File: src/cna_pkg.sv
// shared types, constants and helpers for the complex-number alu
package cna_pkg;

  localparam int FRAC_BITS = 8;
  // working width of the divider remainder: holds divisor << 16 plus headroom
  localparam int REM_W = 49;
  localparam int QBITS = 17;

  typedef enum logic [2:0] {
    OP_ADD = 3'd0,
    OP_SUB = 3'd1,
    OP_MUL = 3'd2,
    OP_DIV = 3'd3,
    OP_EQ  = 3'd4
  } opcode_t;

  typedef enum logic [2:0] {
    K_ADD,
    K_SUB,
    K_MUL,
    K_DIV,
    K_EQ,
    K_NONE
  } kind_t;

  typedef struct packed {
    logic [2:0]         opcode;
    logic signed [15:0] a_re;
    logic signed [15:0] a_im;
    logic signed [15:0] b_re;
    logic signed [15:0] b_im;
  } in_item_t;

  typedef struct packed {
    logic signed [15:0] res_re;
    logic signed [15:0] res_im;
    logic               is_equal;
    logic               div_zero;
    logic               saturated;
  } out_item_t;

  // classified beat handed from front to back
  typedef struct packed {
    kind_t              kind;
    logic signed [15:0] a_re;
    logic signed [15:0] a_im;
    logic signed [15:0] b_re;
    logic signed [15:0] b_im;
  } work_t;

  typedef struct packed {
    logic signed [15:0] v;
    logic               clip;
  } sat_t;

  function automatic sat_t sat16(input logic signed [33:0] x);
    sat_t r;
    if (x > 34'sd32767) begin
      r.v = 16'sh7fff;
      r.clip = 1'b1;
    end else if (x < -34'sd32768) begin
      r.v = 16'sh8000;
      r.clip = 1'b1;
    end else begin
      r.v = x[15:0];
      r.clip = 1'b0;
    end
    return r;
  endfunction

endpackage

File: src/cna_queue.sv
// four-entry queue between front and back
module cna_queue import cna_pkg::*; (
  input  logic  clk,
  input  logic  rst_n,
  input  logic  push_valid,
  output logic  push_ready,
  input  work_t push_data,
  output logic  pop_valid,
  input  logic  pop_ready,
  output work_t pop_data
);

  localparam int DEPTH = 4;
  localparam int AW = $clog2(DEPTH);

  work_t         mem [DEPTH];
  logic [AW-1:0] wr_ptr_r;
  logic [AW-1:0] rd_ptr_r;
  logic [AW:0]   count_r;
  logic          push;
  logic          pop;

  assign push_ready = (count_r != (AW+1)'(DEPTH));
  assign pop_valid  = (count_r != '0);
  assign pop_data   = mem[rd_ptr_r];
  assign push       = push_valid && push_ready;
  assign pop        = pop_valid && pop_ready;

  always_ff @(posedge clk) begin
    if (!rst_n) begin
      wr_ptr_r <= '0;
      rd_ptr_r <= '0;
      count_r  <= '0;
    end else begin
      if (push) wr_ptr_r <= wr_ptr_r + 1'b1;
      if (pop)  rd_ptr_r <= rd_ptr_r + 1'b1;
      if (push && !pop) begin
        count_r <= count_r + 1'b1;
      end else if (pop && !push) begin
        count_r <= count_r - 1'b1;
      end
    end
    if (push) mem[wr_ptr_r] <= push_data;
  end

endmodule

File: config.mk
export PLATFORM = sky130hd
export DESIGN_NAME = cna_queue
export DESIGN_NICKNAME = d
export VERILOG_FILES = /design/src/cna_pkg.sv /design/src/cna_queue.sv
export SDC_FILE = /design/constraint.sdc
export NUM_CORES = 1
export LEC_CHECK = 0
export ABC_AREA = 0
export ABC_CLOCK_PERIOD_IN_PS = 4200
export BUFFER_PORTS_ARGS = -buffer_cell sky130_fd_sc_hd__buf_2
export CELL_PAD_IN_SITES_DETAIL_PLACEMENT = 1
export CELL_PAD_IN_SITES_GLOBAL_PLACEMENT = 1
export CORE_MARGIN = 1.5
export CORE_UTILIZATION = 50
export DETAILED_ROUTE_END_ITERATION = 10
export GPL_ROUTABILITY_DRIVEN = 0
export PLACE_DENSITY = 0.86
export SLEW_MARGIN = 20
export SYNTH_ARGS = -nofsm -noshare
export SYNTH_HDL_FRONTEND = slang
export SYNTH_SLANG_ARGS = --single-unit
File: constraint.sdc
create_clock -name clk -period 4.2 [get_ports clk]
set_clock_uncertainty 0.1 [all_clocks]
set_input_delay 0.42 -clock clk [delete_from_list [all_inputs] [get_ports clk]]
set_output_delay 0.42 -clock clk [all_outputs]
set_load 0.05 [all_outputs]
=== Yosys cells after proc, flatten, opt, wreduce, memory -nomap -nowiden ===
Memory sizes are Yosys's and may differ from the RTL's. A register that Yosys moved wholly into a read port is not among the register bits.
Cells that the tools add are included.

* Flip-flop bits (word level): 7
* Latch bits: 0
* Memory bits (writable): 268
* ROM bits: 0
* Input bits: 71
* Memories kept: 1

{| class="wikitable"
|+ Memory list
! memory !! words !! width !! rd ports !! clocked after memory_dff !! wr ports !! line !! RTL
|-
| mem || 4 || 67 || 1 || 1 || 1 || cna_queue.sv:16 || <nowiki>work_t mem [DEPTH];</nowiki>
|}

* $add $sub $neg: 4
* $mul: 0
* Div/mod/pow operators: 0
* $lt $le $gt $ge: 0
* Eq/ne operators: 1
* Shifts and indexed selects: 0
* Muxes and demuxes: 6
* Bitwise logic cells: 0
* Reduce and logical (&&, ||, !) cells: 8

{| class="wikitable"
|+ Operators by type and width
! cell !! count
|-
| 3-bit 2-to-1 mux || 2
|-
| 2-bit by 1-bit adder with 2-bit output, second input constant || 2
|-
| 1-bit logical AND || 4
|-
| 2-bit 2-to-1 mux || 2
|-
| 3-bit by 1-bit adder with 3-bit output, second input constant || 1
|-
| 3-bit inequality test, second input constant || 1
|-
| 3-bit nonzero test || 1
|-
| 3-bit by 1-bit subtractor with 3-bit output, second input constant || 1
|-
| 1-bit logical NOT || 2
|-
| 1-bit 2-to-1 mux || 2
|-
| 2-bit nonzero test || 1
|}

=== Depth between registers and ports, before layout ===
* Depth after elaboration: 6
* Depth in mapped cells: 8
* Mapped depth without buffers: 8

=== Worst setup path after synthesis ===
No wires, ideal clock.

* Path kind: reg-to-reg
* From: reg count_r[0]
* To: mem mem[0][0] (netlist bit) (enable)
* Arrival time: 2.393 ns
* Data required time: 3.668 ns
* Setup slack: 1.275 ns
* Stages on the path, launching flop included: 4
* Path buffers: 0
* Path through: dfxtp_1 > nor2_1 > a21boi_2 > and2_1

* Longest elaborated chain between the ends: 4

{| class="wikitable"
|+ RTL lines
! what !! line !! RTL
|-
| start, declared || cna_queue.sv:19 || <nowiki>logic [AW:0] count_r;</nowiki>
|-
| start signal, assigned || cna_queue.sv:38 || <nowiki>count_r <= count_r + 1'b1;</nowiki>
|-
| start signal, assigned || cna_queue.sv:40 || <nowiki>count_r <= count_r - 1'b1;</nowiki>
|-
| 3-bit inequality test || cna_queue.sv:23 || <nowiki>assign push_ready = (count_r != (AW+1)'(DEPTH));</nowiki>
|-
| 1-bit logical AND || cna_queue.sv:26 || <nowiki>assign push = push_valid && push_ready;</nowiki>
|-
| named net push || cna_queue.sv:20 || <nowiki>logic push;</nowiki>
|-
| 1-bit 2-to-1 mux || cna_queue.sv:43 || <nowiki>if (push) mem[wr_ptr_r] <= push_data;</nowiki>
|-
| 1-bit 2-to-1 mux (implied by the code) || cna_queue.sv:43 ||
|-
| end, declared || cna_queue.sv:16 ||
|}

The timed path passes the listed nets, and every way through them passes these cells.

==> impl_metrics.yaml <==
setup_path:
  critPathRequiredTime_ns: 3.68
  path_cells: "buf_12, mux4_2, buf_2"
  worst_path_max_delay_cell: "sky130_fd_sc_hd__dfxtp_4"
  worst-endpoint-arrival_ns: 2.47
  path_class: "flip-flop to primary output"
  critPathMaxStageDelay_ns: 0.73
  crit_path_end_kind: "primary output"
  path_delay_family: "flip-flops"
  critPathLaunchType: "flip-flop"
  critPathMaxFanout: 39
  worstPathBufferInverterCount: 2
  crit-reg2reg-launch: "count_r[0]"
clocking:
  clockBufferDepth: 3
  clock_tree_root: "sky130_fd_sc_hd__clkbuf_16"
  cts_resized: 0
  clock-sinks: 277
  cts_inserted_buffers: 27
  insertion_delay_ns: 0.52
  cts_htree_levels: 1
  cts.reportedPaths.clkPinSlew_ns: 0.06
  clock_tree_from_tritoncts: "built"
synth:
  synth_top_cells_by_area: "sky130_fd_sc_hd__edfxtp_1 79%, sky130_fd_sc_hd__mux4_2 15%, sky130_fd_sc_hd__dfxtp_1 1.8%"
  synthesis.area_um2: 10200
  synth_area_leader_cell: "sky130_fd_sc_hd__edfxtp_1"
  synth-seq-cells: 277
  postSynthAreaPerCell_um2: 25.6
  yosysWarningCount: 0
  synthDominantCellAreaShare: 0.791
  mappedNetlistNets: 475
  netlist_instances: 398
  synth_cell_types: 25
  yosysSeqAreaShare: 0.809
timing:
  finalSetupTns_ns: 0
  slew_violations: 0
  min_period_over_period: 0.712
  setup_repair_after_global_routing_missed_its_margin: "false"
  finalWorstPathRequiredPeriod_ns: 2.99
  worst_slew_pin_slew_ns: 1.04
  timing_hold_violations_final: 0
  max-slew-margin-rel: 0.306
  hold-worst-slack_ns: 0.0185
  setup_viol: 0
  fmaxAchievable_mhz: 334
global_route:
  globalRoute.totalOverflow: 0
  grt_first_pass_wirelength_um: 30300
  first_global_vias: 5250
  grt_max_degree: 68
  grt.total_usage: 0.187
  antenna_found_initial: 0
job:
  maxCapViolCount: 0
die:
  fp.dieW_um: 146
  die_height_um: 146
  start_util: 0.506
  core_um2: 20100
  pin_count: 140
  die_ar_um2: 21200
  rows: 52
final_layout:
  drive_above_1_share: 0.420
  areaGrowthSynthToFinish_pct: 18.5
  antenna_diode_instance_count: 0
  fillerInstances: 1720
  nets: 644
min_path:
  holdCritStartpoint: "push_data[34]"
  hp-class: "input pin to flip-flop"
drt:
  detailedRoute.firstIterationViolations: 269
  vias_per_cell: 5.41
  wl_per_cell_um: 22.6
  drt_wl_total_um: 19300
  route.detailed.drc: 0
  route.vias.total: 4615
  drtPass1Iterations: 4
  antenna_left: 0
pwr:
  max-vdd-ir-drop_uv: 381
  power_density_nw_per_um2: 690
  power.static_leakage_nw: 4.03
placed_design:
  dpl.hpwl_um: 11400
  numPortBuffers: 139
run_status:
  run_status: "completed"
Yosys cell counts:
library cell,instances
sky130_fd_sc_hd__and2_1,8
sky130_fd_sc_hd__buf_2,4
sky130_fd_sc_hd__a21boi_2,1
sky130_fd_sc_hd__nor2b_1,1
sky130_fd_sc_hd__buf_6,1
sky130_fd_sc_hd__edfxtp_1,268
sky130_fd_sc_hd__o21ai_0,1
sky130_fd_sc_hd__clkbuf_1,1
sky130_fd_sc_hd__or3_1,2
sky130_fd_sc_hd__buf_4,3
sky130_fd_sc_hd__fa_1,1
sky130_fd_sc_hd__o311ai_0,1
sky130_fd_sc_hd__xor2_1,1
sky130_fd_sc_hd__o31ai_1,1
sky130_fd_sc_hd__buf_12,4
sky130_fd_sc_hd__dfxtp_1,9
sky130_fd_sc_hd__buf_1,3
sky130_fd_sc_hd__nand2_1,5
sky130_fd_sc_hd__a21boi_0,1
sky130_fd_sc_hd__mux2i_1,3
sky130_fd_sc_hd__inv_1,3
sky130_fd_sc_hd__ha_1,5
sky130_fd_sc_hd__mux4_2,67
sky130_fd_sc_hd__xnor2_1,3
sky130_fd_sc_hd__nor2_1,1
flip-flops by register name, indices dropped and copies added, names as in the netlist, named ones only:
register / flops
wr_ptr_r: 2
rd_ptr_r: 2
count_r: 3
mem: 268
logic make-up after synthesis:
| group | after synthesis | synth area share |
|---|---|---|
| flops | 277 | 0.809 |
| mux | 70 | 0.151 |
| buf+inv | 19 | 0.0157 |
| simple gates | 17 | 0.00898 |
| fa+ha+maj | 6 | 0.00812 |
| compound gates | 5 | 0.00393 |
| xor+xnor | 4 | 0.00344 |
cell type report:
| class | instances | area (um2) | area share |
|---|---|---|---|
| multi-input cells | 102 | 1800 | 0.149 |
| flip-flops and latches | 277 | 8240 | 0.683 |
| clock buffers | 33 | 698 | 0.0579 |
| repair buffers | 156 | 876 | 0.0726 |
| well taps | 270 | 338 | 0.0280 |
| inverters | 3 | 11.3 | 0.000934 |
| clock inverters | 12 | 104 | 0.00861 |
placed cells by master, fill, tap and decap left out, types with 5 or more instances in the layout:
master / n
sky130_fd_sc_hd__clkbuf_16: 27
sky130_fd_sc_hd__edfxtp_1: 268
sky130_fd_sc_hd__buf_2: 139
sky130_fd_sc_hd__ha_1: 5
sky130_fd_sc_hd__mux4_2: 67
sky130_fd_sc_hd__clkbuf_1: 6
sky130_fd_sc_hd__dlygate4sd3_1: 16
sky130_fd_sc_hd__dfxtp_1: 7
sky130_fd_sc_hd__clkinv_1: 8
sky130_fd_sc_hd__nand2_1: 5
final timing paths:
check                endpoint  slack (ns)  cells past startpoint
setup / recovery  pop_data[2]        1.21                      3
hold / removal     mem[2][34]        0.02                      1
setup reg to reg   count_r[2]        1.63                      8
hold reg to reg   wr_ptr_r[1]        0.43                      2
worst reg2reg max path, delay by kind of cell (launching register included):
| family | cells | cell delay, ns |
|---|---|---|
| xor gates and xnor gates | 1 | 0.17 |
| AOI/OAI and AO/OA | 2 | 0.58 |
| and+or+nand+nor | 2 | 0.44 |
| buffers and inverters | 1 | 0.08 |
| DFF | 1 | 0.46 |
| adders and majority gates | 2 | 0.66 |
layer usage:
layer | vias to the layer above | GRT usage | part of all wire
met1 | 2406 | 0.240 | 0.41
met4 | 0 | 0.0515 | 0.021
met2 | 144 | 0.327 | 0.52
li1 | 2031 | - | -
met5 | - | 0 | 0
met3 | 34 | 0.0395 | 0.053
power by group:
| group | internal [mW] | switching, mW | total [mW] |
|---|---|---|---|
| registers | 3.37 | 0.207 | 3.57 |
| logic | 0.803 | 1.73 | 2.53 |
| clock network | 1.29 | 0.930 | 2.22 |
| total | 5.46 | 2.86 | 8.32 |
stage by stage:
stage	worst slack (ns)	power, mW	cells	area, um2	utilization
after floorplan	1.27	5.66	398	10200	-
after global placement	1.68	6.11	792	11100	0.552
after detailed placement	1.64	6.19	792	11100	0.552
after CTS	1.10	8.42	853	12100	0.600
after global routing	1.02	8.62	853	12100	0.600
final	1.21	8.32	853	12100	0.600
timing repair:
item / CTS / global route
hold buffers: 16 / 0
hold endpoints to repair: 64 / 0
setup buffers: 0 / 0
setup endpoints to repair: 0 / 0
No activity file was read; power rests on OpenSTA's default activity.
