===== config.mk =====
export PLATFORM = sky130hd
export DESIGN_NAME = cna_front
export DESIGN_NICKNAME = d
export VERILOG_FILES = /design/src/cna_pkg.sv /design/src/cna_front.sv
export SDC_FILE = /design/constraint.sdc
export NUM_CORES = 1
export LEC_CHECK = 0
export ABC_AREA = 1
export BUFFER_PORTS_ARGS = -buffer_cell sky130_fd_sc_hd__buf_2
export CAP_MARGIN = 20
export CORE_MARGIN = 10
export CORE_UTILIZATION = 44
export DETAILED_ROUTE_END_ITERATION = 12
export PLACE_DENSITY = 0.84
export SYNTH_ARGS = -nofsm -noshare
export SYNTH_HDL_FRONTEND = slang
export SYNTH_SLANG_ARGS = --single-unit

===== constraint.sdc =====
create_clock -name clk -period 8.6 [get_ports clk]
set_input_delay 0.86 -clock clk [delete_from_list [all_inputs] [get_ports clk]]
set_output_delay 0.86 -clock clk [all_outputs]
set_load 0.01 [all_outputs]

===== src/cna_pkg.sv =====
// shared types, constants and helpers for the complex-number alu
package cna_pkg;

  localparam int FRAC_BITS = 8;
  // working width of the divider remainder: holds divisor << 16 plus headroom
  localparam int REM_W = 49;
  localparam int QBITS = 17;

  typedef enum logic [2:0] {
    OP_ADD = 3'd0,
    OP_SUB = 3'd1,
    OP_MUL = 3'd2,
    OP_DIV = 3'd3,
    OP_EQ  = 3'd4
  } opcode_t;

  typedef enum logic [2:0] {
    K_ADD,
    K_SUB,
    K_MUL,
    K_DIV,
    K_EQ,
    K_NONE
  } kind_t;

  typedef struct packed {
    logic [2:0]         opcode;
    logic signed [15:0] a_re;
    logic signed [15:0] a_im;
    logic signed [15:0] b_re;
    logic signed [15:0] b_im;
  } in_item_t;

  typedef struct packed {
    logic signed [15:0] res_re;
    logic signed [15:0] res_im;
    logic               is_equal;
    logic               div_zero;
    logic               saturated;
  } out_item_t;

  // classified beat handed from front to back
  typedef struct packed {
    kind_t              kind;
    logic signed [15:0] a_re;
    logic signed [15:0] a_im;
    logic signed [15:0] b_re;
    logic signed [15:0] b_im;
  } work_t;

  typedef struct packed {
    logic signed [15:0] v;
    logic               clip;
  } sat_t;

  function automatic sat_t sat16(input logic signed [33:0] x);
    sat_t r;
    if (x > 34'sd32767) begin
      r.v = 16'sh7fff;
      r.clip = 1'b1;
    end else if (x < -34'sd32768) begin
      r.v = 16'sh8000;
      r.clip = 1'b1;
    end else begin
      r.v = x[15:0];
      r.clip = 1'b0;
    end
    return r;
  endfunction

endpackage


===== src/cna_front.sv =====
// front end: takes input beats and classifies the opcode
module cna_front import cna_pkg::*; (
  input  logic     clk,
  input  logic     rst_n,
  input  logic     in_valid,
  output logic     in_ready,
  input  in_item_t in_data,
  output logic     f_valid,
  input  logic     f_ready,
  output work_t    f_data
);

  logic  f_valid_r;
  work_t f_r;
  work_t f_nxt;

  assign in_ready = !f_valid_r || f_ready;
  assign f_valid  = f_valid_r;
  assign f_data   = f_r;

  always_comb begin
    f_nxt.a_re = in_data.a_re;
    f_nxt.a_im = in_data.a_im;
    f_nxt.b_re = in_data.b_re;
    f_nxt.b_im = in_data.b_im;
    case (in_data.opcode)
      OP_ADD:  f_nxt.kind = K_ADD;
      OP_SUB:  f_nxt.kind = K_SUB;
      OP_MUL:  f_nxt.kind = K_MUL;
      OP_DIV:  f_nxt.kind = K_DIV;
      OP_EQ:   f_nxt.kind = K_EQ;
      default: f_nxt.kind = K_NONE;
    endcase
  end

  always_ff @(posedge clk) begin
    if (!rst_n) begin
      f_valid_r <= 1'b0;
    end else if (in_ready) begin
      f_valid_r <= in_valid;
    end
    if (in_ready && in_valid) begin
      f_r <= f_nxt;
    end
  end

endmodule


# Word level (Yosys, flattened, before mapping)

Index checks and enable logic that the tools add are counted.

Register bits: 68
Word-level logic and storage cells: 15

Equality and inequality tests: 4
Multiplexer cells: 1
Reductions and logical operators: 4

Operators with widths:

| cell                 | number |
|---|---|
| $pmux W3 S5          | 1 |
| $eq A3 B2 Y1 const B | 2 |
| $eq A3 B1 Y1 const B | 1 |
| $eq A3 B3 Y1 const B | 1 |
| $logic_not A3 Y1     | 1 |
| $logic_and A1 B1 Y1  | 1 |
| $logic_not A1 Y1     | 1 |
| $logic_or A1 B1 Y1   | 1 |

# Logic depth before layout (Yosys ltp)

Gate-level depths: netlist of the first run.

Depth in word-level cells: 3
Mapped depth: 3

# Worst setup path before layout of the first run

No wires, ideal clock.

Path kind: in2reg
Start: input port in_valid
End: register f_r, in the netlist f_data[0] (enable)
Arrival time: 4,167 ps
Path slack: 3,919 ps
Cell stages on the path: 2
Buffers on the path: 0
Path through: inv_1 -> a21oi_1

Cells in the longest elaborated chain, start to end: 1

Ends and longest elaborated chain:

| item                 | line            | source |
|---|---|---|
| start, declared      | cna_front.sv:5  | `input logic in_valid,` |
| $logic_and A1 B1 Y1  | cna_front.sv:42 | `if (in_ready && in_valid) begin` |
| end signal, assigned | cna_front.sv:43 | `f_r <= f_nxt;` |
| end, declared        | cna_front.sv:14 | `work_t f_r;` |

Every way passes these cells.
A chain may end at the register's enable or synchronous reset.

# Worst setup path after layout of the first run

Start: input port f_ready
End: output port in_ready

Cells in the longest elaborated chain, start to end: 1

Ends and longest elaborated chain:

| item               | line            | source |
|---|---|---|
| start, declared    | cna_front.sv:9  | `input logic f_ready,` |
| $logic_or A1 B1 Y1 | cna_front.sv:17 | `assign in_ready = !f_valid_r \|\| f_ready;` |
| end, declared      | cna_front.sv:6  | `output logic in_ready,` |

Every way passes these cells.

==> metrics.md, run 1 <==
| Metric | Value |
|---|---|
| Status | finished, final reports clean |
| Max_cap viols | 0 |
| Crit end category | primary output |
| Yosys reg bits | 68 |
| Total leakage power | 1.319 nW |
| Required @ worst endpoint | 7.74 ns |
| CTS H-tree lvls | 3 |
| CP cell instances | buf_2, inv_2, nand2_2, buf_2 |
| Max-slew headroom | 46.24% |
| Post-DP HPWL | 4.573 mm |
| Clk buf depth | 2 |
| Setup Viol. Count Final | 0 |
| WL per Instance | 19.89 um |
| DR pass1 iterations | 4 |
| Sequential share of power | 59.6% |
| Clock power frac | 31.9% |
| Post-cts repair resize count | 0 |
| Post-Syn Area per Cell | 26.69 sq um |
| WP buf/inv | 3 |
| Num Clock Sinks | 68 |
| Net Count, Synth | 149 |
| Worst slew pin tran | 0.8064 ns |
| CTS Buf Count | 9 |
| P_sw | 0.0001430 W |
| Global-route wire length before repair | 7.327 mm |
| Min Tclk post-route | 2.106 ns |
| Worst Path Class, Setup | primary input to primary output |
| DRC | 0 |
| Sw Ratio | 21.75% |
| Final Slew Violations | 0 |
| Crit start category | primary input |
| Worst IR drop on VDD | 0.0001419 V |
| CP most frequent cell | buf_2 |
| Area Overhead vs Synth | 44.95% |
| FMAX | 474.9 MHz |
| Dpl cells | 269 |
| Fin cells | 285 |
| CTS tree | built |
| Fraction of power consumed by combinational cells | 8.5% |
| Fillers | 299 |
| Initial Util | 46.53% |
| First DRT Iteration DRCs | 109 |
| Mapped Cells | 78 |
| Internal power | 0.0005144 W |
| Routability congestion estimate | 0.7253 |
| Share of cells above drive strength 1 | 67.38% |
| Antenna Cells | 0 |
| Register cell area after layout | 0.002032 sq mm |
| CP arrival | 1.25 ns |
| Via Count | 1296 |
| Chip height | 88.79 um |
| Mapped Area | 0.002082 sq mm |
| Crit share post-route | 24.49% |
| IO Pins | 140 |
| Number of antenna violations at the first check in global routing | 0 |
| Cell area power density | 217.8 mW/mm^2 |
| Clk_skew | 0.003556 ns |
| Hold Vio Cnt, Final | 0 |
| Multi-input gate area | 42.54 sq um |
| Largest net degree at the start of global routing | 68 |
| Row Count | 24 |
| Detail Route Antenna Nets | 0 |
| Final #Nets | 299 |
| RSZ-0062 raised after global routing | no |
| Clk pin slew, worst setup/hold paths | 0.06 ns |
| Setup bufs post-CTS | 0 |
| Worst Hold Class | flop to flop |
| Number of global-route vias before repair | 1346 |
| Via density | 4.547 |
| Core area | 0.004474 sq mm |
| Seq/Total Area, Yosys | 97.60% |
| Synth warn | 0 |
| Aggregate global routing overflow | 0 |
| Worst path slowest cell | buf_2 |
| Total Routing Usage GR | 13.04% |
| CTS Hold Buffers Added | 0 |
| Die Width | 88.79 um |
| Routed wire length | 5.669 mm |
| Die ar. | 0.007884 sq mm |
| CTS root buf | clkbuf_8 |
| Setup TNS | 0 ns |
| CP Max Fanout | 2 |
| CP top delay family | buffers and inverters |
| Clk Latency, worst-skew pair | 0.32 ns |
| Largest stage delay, worst path | 0.14 ns |
| IO buf count | 139 |
| Yosys cell types | 10 |
==> routing by layer <==
metal  routed length [um]  track usage [%]  vias to the layer above  share of wire [%]
li1                     -                -                      602                  -
met1                 1746            11.18                      598                 31
met2                 2943            23.34                       88                 52
met3                  900            7.813                        8                 16
met4                   78            6.314                        0                1.4
met5                    0                0                        -                  0
==> layout make-up <==
type	instances	area share [%]
inverters	4	0.4975
clock inverters	5	0.9536
flip-flops and latches	68	67.33
multi-input cells	5	1.410
clock buffers	11	4.353
repair buffers	140	23.30
well taps	52	2.156
==> kinds of logic (layout without fill, tap and decap cells) <==
kind of cell	count (synthesis)	after routing	share of synthesized area, %
buffers and inverters	5	160	0.9011
AND/OR/NAND/NOR	2	2	0.4808
flip-flops	68	68	97.60
AO/OA/AOI/OAI	3	3	1.022
==> layout by cell type, fill, tap and decap left out <==
master / instances
a21o_1: 1
a21oi_2: 1
a21oi_4: 1
buf_2: 139
buf_4: 1
clkbuf_1: 2
clkbuf_8: 9
clkinv_1: 1
clkinv_2: 2
clkinvlp_4: 2
dfxtp_1: 1
edfxtp_1: 67
inv_1: 3
inv_2: 1
nand2_2: 1
nor2_1: 1
==> flip-flops by register name (all words and copies together), names as in the netlist <==
| register | count |
|---|---|
| f_data | 67 |
| f_valid | 1 |
==> worst min-delay path: cells and delay by family, from the launching register on <==
family	cells	cell delay, ns
flops	1	0.35
compound gates	1	0.05
simple gates	1	0.10
==> path summary, 6_finish.rpt <==
path	slack, ns	startpoint	endpoint	cells after the start
worst max-delay path	6.49	f_ready	in_ready	4
worst max register to register	7.06	f_valid$_SDFFE_PN0N_	f_data[59]$_DFFE_PP_	2
worst min-delay path	0.54	f_valid$_SDFFE_PN0N_	f_valid$_SDFFE_PN0N_	2
worst min register to register	0.54	f_valid$_SDFFE_PN0N_	f_valid$_SDFFE_PN0N_	2
==> power groups by stage <==
stage | registers (W) | clock network, W | logic (W)
3_5_place_dp | 0.000399 | 0 | 0.0000571
3_3_place_gp | 0.000398 | 0 | 0.0000551
2_1_floorplan | 0.000412 | 0 | 0.00000726
5_1_grt | 0.000394 | 0.000229 | 0.0000604
4_1_cts | 0.000392 | 0.000217 | 0.0000572
6_report | 0.000392 | 0.000210 | 0.0000557
==> synth_stat cells <==
| library cell | number | area share (%) |
|---|---|---|
| edfxtp_1 | 67 | 97 |
| inv_1 | 3 | 0.54 |
| a21o_1 | 1 | 0.36 |
| a21oi_1 | 1 | 0.24 |
| a21oi_2 | 1 | 0.42 |
| clkbuf_1 | 1 | 0.18 |
| dfxtp_1 | 1 | 0.96 |
| inv_2 | 1 | 0.18 |
| nand2_2 | 1 | 0.30 |
| nor2_1 | 1 | 0.18 |
==> metrics by stage <==
step | area, sq um | total power (W) | setup WS [ns] | hold slack, ns | util, %
final | 3018 | 0.0006574 | 6.494 | 0.5436 | 67.45
after global routing | 3018 | 0.0006834 | 6.473 | 0.5636 | 67.45
after CTS | 3018 | 0.0006667 | 6.497 | 0.5374 | 67.45
after detailed placement | 2858 | 0.0004564 | 6.433 | 0.5260 | 63.87
after global placement | 2858 | 0.0004534 | 6.465 | 0.5067 | 63.87
after floorplan | 2082 | 0.0004194 | 3.919 | 0.5454 | -
(Power assumes the default switching activity.)
==> run 2: changes to the inputs <==
Settings changed: CORE_UTILIZATION 44 to 37, PLACE_DENSITY 0.84 to 0.75.
Clock period 8.6 ns to 1.7 ns, I/O delays scaled along.
==> metrics.md, run 2 (synthesis gave the netlist of run 1 again) <==
| Metric | Value |
|---|---|
| Clk_skew | 0.004101 ns (+0.0005450 ns) |
| Min Tclk post-route | 1.160 ns |
| Met1 Use GR | 12.39% (+1.2 points) |
| Setup Viol. Count Final | 0 (unchanged) |
| CTS H-tree lvls | 3 (unchanged) |
| Dpl cells | 289 (+7.4%) |
| DR pass1 iterations | 4 (unchanged) |
| Worst r2r path cells | 2 (unchanged) |
| FMAX | 862.2 MHz |
| Max_cap viols | 0 (unchanged) |
| Largest net degree at the start of global routing | 68 (unchanged) |
| Setup TNS | 0 ns (unchanged) |
| CTS root buf | clkbuf_8 |
| Commonest non-fill, non-tap cell in the layout | buf_2 |
| Total Routing Usage GR | 12.06% (-0.98 points) |
| Via density | 4.334 (-4.7%) |
| Register cell area after layout | 0.002033 sq mm (about the same) |
| Post-DP Area | 0.002897 sq mm (+1.4%) |
| Antenna Cells | 0 (unchanged) |
| Num Clock Sinks | 68 (unchanged) |
| Clk pin slew, worst setup/hold paths | 0.07 ns (about the same) |
| Number of antenna violations at the first check in global routing | 0 (unchanged) |
| Number of flip-flops under the largest register name | 67 (unchanged) |
| Multi-input gate area | 42.54 sq um (unchanged) |
| Post-cts repair resize count | 0 (unchanged) |
| CP arrival | 1.15 ns (-0.10 ns) |
| Cell area power density | 1148 mW/mm^2 (+430%) |
| WL per Instance | 18.25 um (-8.2%) |
| CTS tree | built |
| Hold WS | 0.01549 ns (-0.5281 ns) |
| Final setup margin | 0.5401 ns (-5.954 ns) |
| Detail Route Antenna Nets | 0 (unchanged) |
| Via Count | 1361 (+5.0%) |
| Routed wire length | 5.732 mm (+1.1%) |
| IO Pins | 140 (unchanged) |
| CP Max Fanout | 67 (+65) |
| Met2 Track Usage GR | 19.39% (-3.9 points) |
| Crit end category | flop |
| Crit share post-route | 68.23% |
| Setup bufs post-CTS | 0 (unchanged) |
| Global-route wire length before repair | 7.886 mm (+7.6%) |
| Final Slew Violations | 0 (unchanged) |
| Required @ worst endpoint | 1.69 ns (-6.05 ns) |
| Place WS | 0.5436 ns (-5.889 ns) |
| Share of cells above drive strength 1 | 66.12% (-1.3 points) |
| Number of global-route vias before repair | 1405 (+4.4%) |
| Hold Crit Depth | 1 (-1) |
| Status | finished, final reports clean |
| Core area | 0.005473 sq mm (+22%) |
| Highest-count cells in the layout ignoring fill and taps | buf_2, edfxtp_1, clkbuf_8, dlygate4sd3_1, inv_1 |
| Final #Nets | 308 (+3.0%) |
| Aggregate global routing overflow | 0 (unchanged) |
| DRC | 0 (unchanged) |
| Final Cell Area | 0.003202 sq mm (+6.1%) |
| Worst slew pin tran | 0.3356 ns (-0.4707 ns) |
| Chip height | 95.02 um (+7.0%) |
| Clk buf depth | 2 (unchanged) |
| Total leakage power | 1.396 nW (+5.8%) |
| RSZ-0062 raised after global routing | no |
| GRT busiest layer | met2 |
| Worst Hold Class | primary input to flop |
| Fillers | 462 (+55%) |
| Worst Path Class, Setup | flop to flop |
| Routability congestion estimate | 0.7825 (+7.9%) |
| Max-slew headroom | 77.62% (+31 points) |
| Hold Vio Cnt, Final | 0 (unchanged) |
| First DRT Iteration DRCs | 83 (-24%) |
| Worst IR drop on VDD | 0.0005176 V (+260%) |
| GR Layer Usage met3 | 6.520% (-1.3 points) |
| Clk Latency, worst-skew pair | 0.32 ns (about the same) |
| Die Width | 95.02 um (+7.0%) |
| Die ar. | 0.009028 sq mm (+15%) |
| Row Count | 27 (+13%) |
| Initial Util | 38.04% (-8.5 points) |
| Fin cells | 314 (+10%) |
| Area Overhead vs Synth | 53.79% |
| CTS Buf Count | 9 (unchanged) |
| IO buf count | 139 (unchanged) |
| Crit start category | flop |
## run 2: cell types whose count changed in the layout (fill, tap and decap cells not counted), sizes merged
cell / previous run / this run
dlygate4sd3: 0 / 9
bufinv: 0 / 2
clkbuf: 11 / 9
clkinv: 3 / 5
clkinvlp: 2 / 0
## run 2: final cells by class
cell class | instances | share of cell area, %
Clock inverter | 7 | 2.853
Inverter | 4 | 0.4689
Tap cell | 72 | 2.814
Timing Repair Buffer | 149 | 25.17
Multi-Input combinational cell | 5 | 1.329
Sequential cell | 68 | 63.50
Clock buffer | 9 | 3.869
## run 2: worst max-delay path: stages (launching register included)
cell and delay (ns):
dfxtp_2 0.34, a21oi_4 0.14, buf_12 0.32
## run 2: worst paths after layout
check / slack [ns] / start / end
worst max register to register: 0.54 / f_valid$_SDFFE_PN0N_ / f_data[62]$_DFFE_PP_
worst min-delay path: 0.02 / in_data[9] / f_data[9]$_DFFE_PP_
worst min register to register: 0.50 / f_valid$_SDFFE_PN0N_ / f_valid$_SDFFE_PN0N_
worst max-delay path: 0.54 / f_valid$_SDFFE_PN0N_ / f_data[62]$_DFFE_PP_
## run 2: what timing repair did
item / in CTS / in global routing
setup endpoints to repair: 0 / 0
endpoints found under the hold margin: 8 / 1
hold buffers: 8 / 1
## run 2: per-stage QoR
step / total power, W / utilization, %
finish: 0.003676 / 58.50
floorplan: 0.002117 / -
global route: 0.003835 / 58.50
detailed placement: 0.002314 / 52.93
CTS: 0.003735 / 58.32
global placement: 0.002301 / 52.93
## run 2: power breakdown
group | switching [W] | internal (W) | leakage [nW] | total (W)
combinational | 0.000160 | 0.000140 | 0.628 | 0.000300
clock | 0.000572 | 0.000820 | 0.111 | 0.00139
sequential | 0.0000248 | 0.00196 | 0.657 | 0.00198
total | 0.000757 | 0.00292 | 1.40 | 0.00368
## run 2: routing by layer
metal	up-vias	part of all wire [%]
met5	-	0
met2	100	47
li1	623	-
met4	0	1.7
met3	7	14
met1	631	37
